<file path="src/rtl/wss_pkg.sv">
// ----------------------------------------------------------------------------
// wss_pkg
// Shared types, codes and constants for the weather sample statistics block.
// ----------------------------------------------------------------------------
package wss_pkg;

  // Fixed field and state widths
  localparam int SAMPLE_W = 16;
  localparam int SUM_W    = 24;
  localparam int CNT_W    = 8;
  localparam int IDX_W    = 3;
  localparam int MODE_W   = 2;
  localparam int QTY_W    = 2;
  localparam int OP_W     = 2;

  localparam logic [CNT_W-1:0] COUNT_MAX        = 8'd255;
  localparam logic [CNT_W-1:0] GUST_SAMPLES_MAX = 8'd128;
  localparam int               GUST_WINDOW_DEF  = 6;
  localparam int               FIFO_DEPTH       = 4;

  // Input mode codes
  localparam logic [MODE_W-1:0] MODE_ADD   = 2'd0;
  localparam logic [MODE_W-1:0] MODE_READ  = 2'd1;
  localparam logic [MODE_W-1:0] MODE_CLEAR = 2'd2;

  // Quantity codes
  localparam logic [QTY_W-1:0] QTY_TEMP  = 2'd0;
  localparam logic [QTY_W-1:0] QTY_DIR   = 2'd1;
  localparam logic [QTY_W-1:0] QTY_SPEED = 2'd2;

  // Queued command codes
  localparam logic [OP_W-1:0] OP_ADD   = 2'd0;
  localparam logic [OP_W-1:0] OP_READ  = 2'd1;
  localparam logic [OP_W-1:0] OP_CLEAR = 2'd2;

  // Statistic index codes
  localparam logic [IDX_W-1:0] STAT_TEMP_MEAN  = 3'd0;
  localparam logic [IDX_W-1:0] STAT_TEMP_MAX   = 3'd1;
  localparam logic [IDX_W-1:0] STAT_TEMP_MIN   = 3'd2;
  localparam logic [IDX_W-1:0] STAT_DIR_MEAN   = 3'd3;
  localparam logic [IDX_W-1:0] STAT_SPEED_MEAN = 3'd4;
  localparam logic [IDX_W-1:0] STAT_GUST       = 3'd5;

  typedef struct packed {
    logic [MODE_W-1:0]          mode;
    logic [QTY_W-1:0]           quantity;
    logic signed [SAMPLE_W-1:0] sample_value;
  } in_t;

  typedef struct packed {
    logic [IDX_W-1:0]           stat_index;
    logic signed [SAMPLE_W-1:0] stat_value;
    logic                       stat_valid;
    logic                       last_of_read;
  } out_t;

  typedef struct packed {
    logic [OP_W-1:0]            op;
    logic [QTY_W-1:0]           quantity;
    logic signed [SAMPLE_W-1:0] value;
  } cmd_t;

  typedef struct packed {
    logic                       start;
    logic signed [SUM_W-1:0]    dividend;
    logic [CNT_W-1:0]           divisor;
  } div_req_t;

  typedef struct packed {
    logic                       done;
    logic signed [SUM_W-1:0]    quotient;
  } div_rsp_t;

endpackage

</file>
<file path="src/rtl/wss_front.sv">
// ----------------------------------------------------------------------------
// wss_front
// Accepts input beats, decodes them into commands and drops the ones that
// carry an unknown mode or an add of an unknown quantity.
// ----------------------------------------------------------------------------
module wss_front (
  input  logic           clk,
  input  logic           rst_n,
  input  logic           in_valid,
  output logic           in_stall,
  input  wss_pkg::in_t   in_data,
  output logic           push,
  output wss_pkg::cmd_t  push_cmd,
  input  logic           fifo_full
);

  logic          cmd_valid_r;
  wss_pkg::cmd_t cmd_r;
  logic          keep;
  wss_pkg::cmd_t dec_cmd;
  logic          accept;

  // Decode the incoming beat
  always_comb begin
    keep             = 1'b0;
    dec_cmd.op       = wss_pkg::OP_ADD;
    dec_cmd.quantity = in_data.quantity;
    dec_cmd.value    = in_data.sample_value;
    unique case (in_data.mode)
      wss_pkg::MODE_ADD: begin
        keep       = (in_data.quantity == wss_pkg::QTY_TEMP) ||
                     (in_data.quantity == wss_pkg::QTY_DIR) ||
                     (in_data.quantity == wss_pkg::QTY_SPEED);
        dec_cmd.op = wss_pkg::OP_ADD;
      end
      wss_pkg::MODE_READ: begin
        keep       = 1'b1;
        dec_cmd.op = wss_pkg::OP_READ;
      end
      wss_pkg::MODE_CLEAR: begin
        keep       = 1'b1;
        dec_cmd.op = wss_pkg::OP_CLEAR;
      end
      default: keep = 1'b0;
    endcase
  end

  assign push     = cmd_valid_r && !fifo_full;
  assign push_cmd = cmd_r;
  assign in_stall = cmd_valid_r && fifo_full;
  assign accept   = in_valid && !in_stall;

  // Hold one decoded command until the queue takes it
  always_ff @(posedge clk) begin
    if (!rst_n) begin
      cmd_valid_r <= 1'b0;
    end else if (accept) begin
      cmd_valid_r <= keep;
    end else if (push) begin
      cmd_valid_r <= 1'b0;
    end
  end

  always_ff @(posedge clk) begin
    if (accept) begin
      cmd_r <= dec_cmd;
    end
  end

endmodule

</file>
<file path="src/rtl/wss_fifo.sv">
// ----------------------------------------------------------------------------
// wss_fifo
// Short command queue between the front and back parts.
// ----------------------------------------------------------------------------
module wss_fifo (
  input  logic           clk,
  input  logic           rst_n,
  input  logic           push,
  input  wss_pkg::cmd_t  push_cmd,
  output logic           full,
  input  logic           pop,
  output wss_pkg::cmd_t  head,
  output logic           not_empty
);

  localparam int PTR_W = $clog2(wss_pkg::FIFO_DEPTH);

  wss_pkg::cmd_t    mem_r [wss_pkg::FIFO_DEPTH];
  logic [PTR_W-1:0] wr_ptr_r;
  logic [PTR_W-1:0] rd_ptr_r;
  logic [PTR_W:0]   count_r;

  assign full      = (count_r == (PTR_W+1)'(wss_pkg::FIFO_DEPTH));
  assign not_empty = (count_r != '0);
  assign head      = mem_r[rd_ptr_r];

  // Advance pointers and track fill
  always_ff @(posedge clk) begin
    if (!rst_n) begin
      wr_ptr_r <= '0;
      rd_ptr_r <= '0;
      count_r  <= '0;
    end else begin
      if (push) begin
        wr_ptr_r <= wr_ptr_r + 1'b1;
      end
      if (pop) begin
        rd_ptr_r <= rd_ptr_r + 1'b1;
      end
      if (push && !pop) begin
        count_r <= count_r + 1'b1;
      end else if (pop && !push) begin
        count_r <= count_r - 1'b1;
      end
    end
  end

  always_ff @(posedge clk) begin
    if (push) begin
      mem_r[wr_ptr_r] <= push_cmd;
    end
  end

endmodule

</file>
<file path="src/rtl/wss_div.sv">
// ----------------------------------------------------------------------------
// wss_div
// Serial signed divider, one quotient bit per cycle, truncating toward zero.
// ----------------------------------------------------------------------------
module wss_div (
  input  logic              clk,
  input  logic              rst_n,
  input  wss_pkg::div_req_t req,
  output wss_pkg::div_rsp_t rsp
);

  localparam int SUM_W  = wss_pkg::SUM_W;
  localparam int CNT_W  = wss_pkg::CNT_W;
  localparam int ITER_W = $clog2(SUM_W);

  logic              busy_r;
  logic              done_r;
  logic              neg_r;
  logic [ITER_W-1:0] iter_r;
  logic [SUM_W-1:0]  quo_r;
  logic [CNT_W-1:0]  rem_r;
  logic [CNT_W-1:0]  dvs_r;
  logic [SUM_W-1:0]  mag;
  logic [CNT_W:0]    rem_sh;
  logic [CNT_W:0]    diff;
  logic              ge;

  // Take the magnitude of the dividend
  assign mag    = req.dividend[SUM_W-1] ? (~req.dividend + 1'b1) : req.dividend;

  // One restoring step
  assign rem_sh = {rem_r, quo_r[SUM_W-1]};
  assign diff   = rem_sh - {1'b0, dvs_r};
  assign ge     = (rem_sh >= {1'b0, dvs_r});

  assign rsp.done     = done_r;
  assign rsp.quotient = neg_r ? (~quo_r + 1'b1) : quo_r;

  always_ff @(posedge clk) begin
    if (!rst_n) begin
      busy_r <= 1'b0;
      done_r <= 1'b0;
    end else begin
      done_r <= 1'b0;
      if (req.start) begin
        busy_r <= 1'b1;
      end else if (busy_r && iter_r == ITER_W'(SUM_W-1)) begin
        busy_r <= 1'b0;
        done_r <= 1'b1;
      end
    end
  end

  // Load operands, then shift in one quotient bit a cycle
  always_ff @(posedge clk) begin
    if (req.start) begin
      quo_r  <= mag;
      rem_r  <= '0;
      dvs_r  <= req.divisor;
      neg_r  <= req.dividend[SUM_W-1];
      iter_r <= '0;
    end else if (busy_r) begin
      quo_r  <= {quo_r[SUM_W-2:0], ge};
      rem_r  <= ge ? diff[CNT_W-1:0] : rem_sh[CNT_W-1:0];
      iter_r <= iter_r + 1'b1;
    end
  end

endmodule

</file>
<file path="src/rtl/wss_back.sv">
// ----------------------------------------------------------------------------
// wss_back
// Executes queued commands: updates sums, extremes, counts and the gust
// window, and walks the six statistics of a read, dividing the three means
// on the shared serial divider.
// ----------------------------------------------------------------------------
module wss_back #(
  parameter int GUST_WINDOW = wss_pkg::GUST_WINDOW_DEF
) (
  input  logic              clk,
  input  logic              rst_n,
  input  logic              cmd_valid,
  input  wss_pkg::cmd_t     cmd,
  output logic              cmd_pop,
  output wss_pkg::div_req_t div_req,
  input  wss_pkg::div_rsp_t div_rsp,
  output logic              out_valid,
  input  logic              out_stall,
  output wss_pkg::out_t     out_data
);

  localparam int SAMPLE_W = wss_pkg::SAMPLE_W;
  localparam int SUM_W    = wss_pkg::SUM_W;
  localparam int CNT_W    = wss_pkg::CNT_W;
  localparam int IDX_W    = wss_pkg::IDX_W;
  localparam int WSUM_W   = SAMPLE_W + $clog2(GUST_WINDOW);

  // Gust divide by the window length as a reciprocal multiply; exact for
  // every window sum below 2^20 and window lengths up to 16
  localparam int                  RECIP_SH   = 24;
  localparam int                  PROD_W     = WSUM_W + RECIP_SH;
  localparam logic [RECIP_SH-1:0] GUST_RECIP =
    RECIP_SH'(((1 << RECIP_SH) + GUST_WINDOW - 1) / GUST_WINDOW);

  localparam logic [1:0] ST_IDLE = 2'd0;
  localparam logic [1:0] ST_PREP = 2'd1;
  localparam logic [1:0] ST_DIV  = 2'd2;
  localparam logic [1:0] ST_EMIT = 2'd3;

  // Control
  logic [1:0]                 state_r;
  logic [IDX_W-1:0]           idx_r;
  logic signed [SAMPLE_W-1:0] val_r;
  logic                       vld_r;
  logic                       out_valid_r;
  wss_pkg::out_t              out_r;
  logic                       out_free;

  // Statistics state
  logic [CNT_W-1:0]           cnt_r      [3];
  logic [CNT_W-1:0]           cnt_nxt    [3];
  logic signed [SUM_W-1:0]    temp_sum_r,  temp_sum_nxt;
  logic signed [SAMPLE_W-1:0] temp_high_r, temp_high_nxt;
  logic signed [SAMPLE_W-1:0] temp_low_r,  temp_low_nxt;
  logic signed [SUM_W-1:0]    dir_sum_r,   dir_sum_nxt;
  logic signed [SUM_W-1:0]    speed_sum_r, speed_sum_nxt;
  logic signed [SAMPLE_W-1:0] dl_r       [GUST_WINDOW];
  logic signed [SAMPLE_W-1:0] dl_nxt     [GUST_WINDOW];
  logic signed [WSUM_W-1:0]   win_r,  win_nxt;
  logic signed [WSUM_W-1:0]   best_r, best_nxt;

  // Update helpers
  logic signed [SAMPLE_W-1:0] v;
  logic [CNT_W-1:0]           q_cnt;
  logic                       first;
  logic                       gust_full;
  logic signed [SAMPLE_W-1:0] oldest;
  logic signed [WSUM_W-1:0]   win_new;
  logic signed [WSUM_W-1:0]   best_base;

  // Read selection
  logic                       sel_valid;
  logic                       sel_div;
  logic signed [SAMPLE_W-1:0] sel_direct;
  logic signed [SUM_W-1:0]    sel_dividend;
  logic [CNT_W-1:0]           sel_divisor;
  logic [PROD_W-1:0]          gust_prod;
  logic signed [SAMPLE_W-1:0] gust_mean;

  assign v         = cmd.value;
  assign cmd_pop   = (state_r == ST_IDLE) && cmd_valid;
  assign q_cnt     = cnt_r[cmd.quantity];
  assign first     = (q_cnt == '0);
  assign gust_full = ({1'b0, q_cnt} + (CNT_W+1)'(1)) >= (CNT_W+1)'(GUST_WINDOW);

  // Compute next state for add and clear commands
  always_comb begin
    cnt_nxt       = cnt_r;
    temp_sum_nxt  = temp_sum_r;
    temp_high_nxt = temp_high_r;
    temp_low_nxt  = temp_low_r;
    dir_sum_nxt   = dir_sum_r;
    speed_sum_nxt = speed_sum_r;
    dl_nxt        = dl_r;
    win_nxt       = win_r;
    best_nxt      = best_r;
    oldest        = first ? '0 : dl_r[GUST_WINDOW-1];
    win_new       = (first ? '0 : win_r) + WSUM_W'(v) - WSUM_W'(oldest);
    best_base     = first ? '0 : best_r;
    if (cmd_pop) begin
      unique case (cmd.op)
        wss_pkg::OP_ADD: begin
          if (q_cnt != wss_pkg::COUNT_MAX) begin
            cnt_nxt[cmd.quantity] = q_cnt + 1'b1;
            unique case (cmd.quantity)
              wss_pkg::QTY_TEMP: begin
                if (first) begin
                  temp_sum_nxt  = SUM_W'(v);
                  temp_high_nxt = v;
                  temp_low_nxt  = v;
                end else begin
                  temp_sum_nxt  = temp_sum_r + SUM_W'(v);
                  temp_high_nxt = (v > temp_high_r) ? v : temp_high_r;
                  temp_low_nxt  = (v < temp_low_r) ? v : temp_low_r;
                end
              end
              wss_pkg::QTY_DIR: begin
                dir_sum_nxt = first ? SUM_W'(v) : dir_sum_r + SUM_W'(v);
              end
              wss_pkg::QTY_SPEED: begin
                speed_sum_nxt = first ? SUM_W'(v) : speed_sum_r + SUM_W'(v);
                // Shift the gust window while under the sample cap
                if (q_cnt < wss_pkg::GUST_SAMPLES_MAX) begin
                  dl_nxt[0] = v;
                  for (int i = 1; i < GUST_WINDOW; i++) begin
                    dl_nxt[i] = first ? '0 : dl_r[i-1];
                  end
                  win_nxt  = win_new;
                  best_nxt = (gust_full && win_new > best_base) ? win_new : best_base;
                end
              end
              default: ;
            endcase
          end
        end
        wss_pkg::OP_CLEAR: begin
          for (int i = 0; i < 3; i++) begin
            cnt_nxt[i] = '0;
          end
        end
        default: ;
      endcase
    end
  end

  // Scale the best window sum down to the gust; the best sum is never negative
  assign gust_prod = {{RECIP_SH{1'b0}}, best_r} * {{WSUM_W{1'b0}}, GUST_RECIP};
  assign gust_mean = gust_prod[RECIP_SH +: SAMPLE_W];

  // Select the operands of the current statistic
  always_comb begin
    sel_valid    = 1'b0;
    sel_div      = 1'b0;
    sel_direct   = '0;
    sel_dividend = '0;
    sel_divisor  = '0;
    unique case (idx_r)
      wss_pkg::STAT_TEMP_MEAN: begin
        sel_valid    = (cnt_r[wss_pkg::QTY_TEMP] != '0);
        sel_div      = 1'b1;
        sel_dividend = temp_sum_r;
        sel_divisor  = cnt_r[wss_pkg::QTY_TEMP];
      end
      wss_pkg::STAT_TEMP_MAX: begin
        sel_valid  = (cnt_r[wss_pkg::QTY_TEMP] != '0);
        sel_direct = temp_high_r;
      end
      wss_pkg::STAT_TEMP_MIN: begin
        sel_valid  = (cnt_r[wss_pkg::QTY_TEMP] != '0);
        sel_direct = temp_low_r;
      end
      wss_pkg::STAT_DIR_MEAN: begin
        sel_valid    = (cnt_r[wss_pkg::QTY_DIR] != '0);
        sel_div      = 1'b1;
        sel_dividend = dir_sum_r;
        sel_divisor  = cnt_r[wss_pkg::QTY_DIR];
      end
      wss_pkg::STAT_SPEED_MEAN: begin
        sel_valid    = (cnt_r[wss_pkg::QTY_SPEED] != '0);
        sel_div      = 1'b1;
        sel_dividend = speed_sum_r;
        sel_divisor  = cnt_r[wss_pkg::QTY_SPEED];
      end
      wss_pkg::STAT_GUST: begin
        sel_valid  = cnt_r[wss_pkg::QTY_SPEED] >= CNT_W'(GUST_WINDOW);
        sel_direct = gust_mean;
      end
      default: ;
    endcase
  end

  assign div_req.start    = (state_r == ST_PREP) && sel_valid && sel_div;
  assign div_req.dividend = sel_dividend;
  assign div_req.divisor  = sel_divisor;

  assign out_free  = !out_valid_r || !out_stall;
  assign out_valid = out_valid_r;
  assign out_data  = out_r;

  // Register the counts; clear them at reset
  always_ff @(posedge clk) begin
    if (!rst_n) begin
      for (int i = 0; i < 3; i++) begin
        cnt_r[i] <= '0;
      end
    end else begin
      cnt_r <= cnt_nxt;
    end
  end

  always_ff @(posedge clk) begin
    temp_sum_r  <= temp_sum_nxt;
    temp_high_r <= temp_high_nxt;
    temp_low_r  <= temp_low_nxt;
    dir_sum_r   <= dir_sum_nxt;
    speed_sum_r <= speed_sum_nxt;
    dl_r        <= dl_nxt;
    win_r       <= win_nxt;
    best_r      <= best_nxt;
  end

  // Sequence the six statistics of a read
  always_ff @(posedge clk) begin
    if (!rst_n) begin
      state_r <= ST_IDLE;
      idx_r   <= wss_pkg::STAT_TEMP_MEAN;
    end else begin
      unique case (state_r)
        ST_IDLE: begin
          if (cmd_pop && cmd.op == wss_pkg::OP_READ) begin
            idx_r   <= wss_pkg::STAT_TEMP_MEAN;
            state_r <= ST_PREP;
          end
        end
        ST_PREP: begin
          state_r <= (sel_valid && sel_div) ? ST_DIV : ST_EMIT;
        end
        ST_DIV: begin
          if (div_rsp.done) begin
            state_r <= ST_EMIT;
          end
        end
        ST_EMIT: begin
          if (out_free) begin
            if (idx_r == wss_pkg::STAT_GUST) begin
              state_r <= ST_IDLE;
            end else begin
              idx_r   <= idx_r + 1'b1;
              state_r <= ST_PREP;
            end
          end
        end
        default: state_r <= ST_IDLE;
      endcase
    end
  end

  // Capture the statistic value
  always_ff @(posedge clk) begin
    if (state_r == ST_PREP) begin
      vld_r <= sel_valid;
      val_r <= sel_valid ? sel_direct : '0;
    end else if (state_r == ST_DIV && div_rsp.done) begin
      val_r <= div_rsp.quotient[SAMPLE_W-1:0];
    end
  end

  // Output register
  always_ff @(posedge clk) begin
    if (!rst_n) begin
      out_valid_r <= 1'b0;
    end else if (state_r == ST_EMIT && out_free) begin
      out_valid_r <= 1'b1;
    end else if (!out_stall) begin
      out_valid_r <= 1'b0;
    end
  end

  always_ff @(posedge clk) begin
    if (state_r == ST_EMIT && out_free) begin
      out_r.stat_index   <= idx_r;
      out_r.stat_value   <= val_r;
      out_r.stat_valid   <= vld_r;
      out_r.last_of_read <= (idx_r == wss_pkg::STAT_GUST);
    end
  end

endmodule

</file>
<file path="src/rtl/weather_sample_statistics.sv">
// ----------------------------------------------------------------------------
// weather_sample_statistics
// Running mean, extremes and gust statistics over tagged weather samples.
// ----------------------------------------------------------------------------
// Each input beat adds a sample, requests a read or clears the counts. A read
// returns six beats (temperature mean, max, min, direction mean, speed mean,
// gust), the last marked by last_of_read; a statistic without enough samples
// comes back with stat_valid low and value zero. The front decodes beats into
// a four-entry command queue, so the input keeps flowing until the queue is
// full while a read is being worked off. The back takes one command at a
// time: an add or clear is applied as it is popped, and after a read no new
// command is taken until all six beats are emitted. Each mean is set up,
// divided in the shared serial divider, which signals done, and then
// emitted; max, min and gust are set up and emitted, the gust coming from a
// reciprocal multiply. A mean without samples skips the divider. An output
// stall holds the emit step until the output is free.
// ----------------------------------------------------------------------------
module weather_sample_statistics #(
  parameter int GUST_WINDOW = wss_pkg::GUST_WINDOW_DEF
) (
  input  logic          clk,
  input  logic          rst_n,
  input  logic          in_valid,
  output logic          in_stall,
  input  wss_pkg::in_t  in_data,
  output logic          out_valid,
  input  logic          out_stall,
  output wss_pkg::out_t out_data
);

  logic              push;
  wss_pkg::cmd_t     push_cmd;
  logic              fifo_full;
  logic              pop;
  wss_pkg::cmd_t     head;
  logic              not_empty;
  wss_pkg::div_req_t div_req;
  wss_pkg::div_rsp_t div_rsp;

  wss_front u_front (
    .clk       (clk),
    .rst_n     (rst_n),
    .in_valid  (in_valid),
    .in_stall  (in_stall),
    .in_data   (in_data),
    .push      (push),
    .push_cmd  (push_cmd),
    .fifo_full (fifo_full)
  );

  wss_fifo u_fifo (
    .clk       (clk),
    .rst_n     (rst_n),
    .push      (push),
    .push_cmd  (push_cmd),
    .full      (fifo_full),
    .pop       (pop),
    .head      (head),
    .not_empty (not_empty)
  );

  wss_div u_div (
    .clk   (clk),
    .rst_n (rst_n),
    .req   (div_req),
    .rsp   (div_rsp)
  );

  wss_back #(
    .GUST_WINDOW (GUST_WINDOW)
  ) u_back (
    .clk       (clk),
    .rst_n     (rst_n),
    .cmd_valid (not_empty),
    .cmd       (head),
    .cmd_pop   (pop),
    .div_req   (div_req),
    .div_rsp   (div_rsp),
    .out_valid (out_valid),
    .out_stall (out_stall),
    .out_data  (out_data)
  );

endmodule
</file>
<file path="config.mk">
export PLATFORM = sky130hd
export DESIGN_NAME = weather_sample_statistics
export DESIGN_NICKNAME = d
export VERILOG_FILES = /design/src/rtl/wss_pkg.sv /design/src/rtl/wss_front.sv /design/src/rtl/wss_fifo.sv /design/src/rtl/wss_div.sv /design/src/rtl/wss_back.sv /design/src/rtl/weather_sample_statistics.sv
export SDC_FILE = /design/constraint.sdc
export NUM_CORES = 1
export LEC_CHECK = 0
export ABC_CLOCK_PERIOD_IN_PS = 36200
export BUFFER_PORTS_ARGS = -buffer_cell sky130_fd_sc_hd__buf_2
export CAP_MARGIN = 20
export CORE_ASPECT_RATIO = 0.6
export CORE_MARGIN = 10
export CORE_UTILIZATION = 30
export CTS_CLUSTER_DIAMETER = 200
export DETAILED_ROUTE_END_ITERATION = 7
export SETUP_SLACK_MARGIN = 0.2
export SYNTH_ARGS = -nofsm -noshare
export SYNTH_HDL_FRONTEND = slang
export SYNTH_SLANG_ARGS = --single-unit
</file>
<file path="constraint.sdc">
create_clock -name clk -period 36.2 [get_ports clk]
set_clock_uncertainty 0.05 [all_clocks]
set_input_delay 1.81 -clock clk [delete_from_list [all_inputs] [get_ports clk]]
set_output_delay 1.81 -clock clk [all_outputs]
set_load 0.01 [all_outputs]
</file>
==> results.toml <==
[sta]
fmax_mhz = 107
fin_setup_tns_ns = 0
fin_crit_ns = 9.36
timing.slew.headroom = 0.286
slew_viol_final = 0
worstMarginPinSlew_ns = 1.07
worst_hold_slack_ns = 0.369
setup_viol = 0
hold_violations = 0
grt_setup_unrepaired = "no"
fin_crit_sh = 0.259

[clocking]
clock_sinks = 464
cts_resized = 0
post_cts_buffers = 0
path_clk_slew_ns = 0.07
hold_buffers = 0
clk_path_buf_depth = 3
cts_tree = "yes"
cts_max_level = 2
numCtsBuffers = 42
clk_latency_ns = 0.60
clockRootBuffer = "clkbuf_16"

[synthesis]
synth_enable_flop_cells = 409
yosys_warnings = 0
netlist_area_um2 = 30700
synthesis.nets = 3159
async_flop_share = 0
syn-instance-count = 2705
yosys.cell_types.count = 77
synth_ff_type = "edfxtp_1"
synth.yosys.seq_area_share = 0.436
synth.largest_area_cell = "edfxtp_1"
synthTopCellsByArea = "edfxtp_1, ha_1, fa_1, inv_1, dfxtp_1"
ys_ff_latch = 464
syn_avg_cell_area_um2 = 11.3
synth_top_area_share = 0.400

[placed_design]
numPortBuffers = 46
gp_congestion = 0.887
hpwl_um = 58000

[power_and_ir_drop]
finalPower_mw = 2.67
p_leak_nw = 13.6
max-vdd-ir-drop_uv = 69.4
power_density_nw_per_um2 = 78.8

[route]
drtIter0Drc = 2302
via_per_inst = 5.01
dr.pass1.iters = 5
vias = 20566
drt_wl_total_um = 77600
antenna_left = 0
wl_per_cell_um = 18.9
drcViolationCount = 0

[global_route]
antenna_found_initial = 1
grt_pass1_vias = 19235
grt_usage = 0.130
grt_overflow = 0
grt_pass1_wl_um = 119000
grt_max_degree = 100

[final_layout]
fillers = 10019
fin_util = 0.336
areaGrowthSynthToFinish_pct = 10.4
drive_above_1_share = 0.0829
final_common_cell = "edfxtp_1"
final_cell_mix = "edfxtp_1, inv_1, ha_1"
fin_nets = 3194

[floorplanning]
pin_count = 47
coreArea_um2 = 101000
start_util = 0.304
die_w_um = 433
die_area_um2 = 116000
rows = 90
die_h_um = 268

[setup_path]
cp.required_ns = 36.48
worstPathArrival_ns = 9.65
end_kind = "register"
crit_type = "register to register"
slowest_stage = "a31o_1"
start_kind = "register"
crit_fanout = 99
crit_path_max_incr_delay_ns = 0.88

[outcome]
status = "complete, no violations"

[run]
max_cap_violations = 0

[hold_path]
hold_path.class = "register to register"
-- flip-flops by register name (all words and copies together), names as in the netlist, 19 cells and up, named ones only --
| name | flops |
|---|---|
| u_div.quo_r | 24 |
| u_front.push_cmd | 20 |
| u_back.cnt_r | 24 |
| u_back.dl_r | 96 |
| u_fifo.mem_r | 80 |
| u_back.dir_sum_r | 24 |
| u_back.speed_sum_r | 24 |
| u_back.win_r | 19 |
| u_back.best_r | 19 |
| u_back.temp_sum_r | 24 |
| u_back.out_data | 21 |
-- per-stage QoR --
step                setup slack, ns  area, um^2  std cells
finish                        26.84       33900       4108
global placement              26.94       32500       4028
CTS                           26.79       33800       4105
detailed placement            26.85       32500       4028
global route                  26.00       33900       4108
floorplan                     23.87       30700       2705
-- per-layer routing --
layer / vias to the layer above / part of all wire / GRT usage / wire, um
met5: - / 0 / 0.00168 / 0
met1: 10032 / 0.55 / 0.223 / 42500
met4: 0 / 0.0074 / 0.0134 / 577
met2: 706 / 0.33 / 0.149 / 25900
met3: 48 / 0.11 / 0.0454 / 8640
li1: 9780 / - / - / -
-- cell usage after synthesis, types with 10 or more instances --
cell type / instances
a2111oi_0: 10
a211oi_1: 17
a21o_1: 59
a21oi_1: 121
a22o_1: 29
a22oi_1: 55
a31oi_1: 15
and2_1: 120
and3_1: 12
clkbuf_1: 65
dfxtp_1: 55
edfxtp_1: 409
fa_1: 129
ha_1: 301
inv_1: 322
mux2_2: 41
mux2i_1: 29
mux4_2: 19
nand2_1: 153
nand2b_1: 25
nand3_1: 22
nand4_1: 20
nor2_1: 115
nor2b_1: 49
nor3_1: 25
o211ai_1: 10
o21a_1: 16
o21ai_0: 134
o21bai_1: 15
o31ai_1: 32
or3_1: 12
xnor2_1: 83
xor2_1: 60
-- final timing paths --
check	slack [ns]	endpoint	cells after the start	from
setup / recovery	26.84	u_back.best_r[5]	32	register
hold / removal	0.37	u_back.out_data[5]	0	u_back.val_r[3]
setup reg to reg	26.84	u_back.best_r[5]	32	register
hold reg to reg	0.37	u_back.out_data[5]	0	u_back.val_r[3]
-- kinds of logic after synthesis --
group	share of synthesized area
mux	0.0404
simple gates	0.0960
buf+inv	0.0499
flops	0.436
xor+xnor	0.0408
compound gates	0.130
fa+ha+maj	0.207
-- critical path, delay by kind of cell, from the launching register on --
kind | cells | cell delay [ns]
flops | 1 | 0.31
compound gates | 14 | 2.80
fa+ha+maj | 4 | 1.39
buf+inv | 7 | 2.00
simple gates | 3 | 0.85
mux | 2 | 1.17
xor+xnor | 2 | 0.44
-- where the power goes --
part,internal (mW),switching [mW]
Clock,0.242,0.220
Combinational,0.587,0.938
Sequential,0.661,0.0241
-- cell type report --
| type | instances | area [um^2] | share of cell area |
|---|---|---|---|
| Antenna cell | 1 | 2.50 | 0.0000738 |
| Multi-Input combinational cell | 1841 | 15800 | 0.467 |
| Clock inverter | 29 | 269 | 0.00794 |
| Clock buffer | 48 | 1120 | 0.0329 |
| Inverter | 323 | 1210 | 0.0358 |
| Sequential cell | 464 | 13400 | 0.395 |
| Tap cell | 1334 | 1670 | 0.0492 |
| Timing Repair Buffer | 68 | 423 | 0.0125 |
Power figures use the tool's default switching activity.
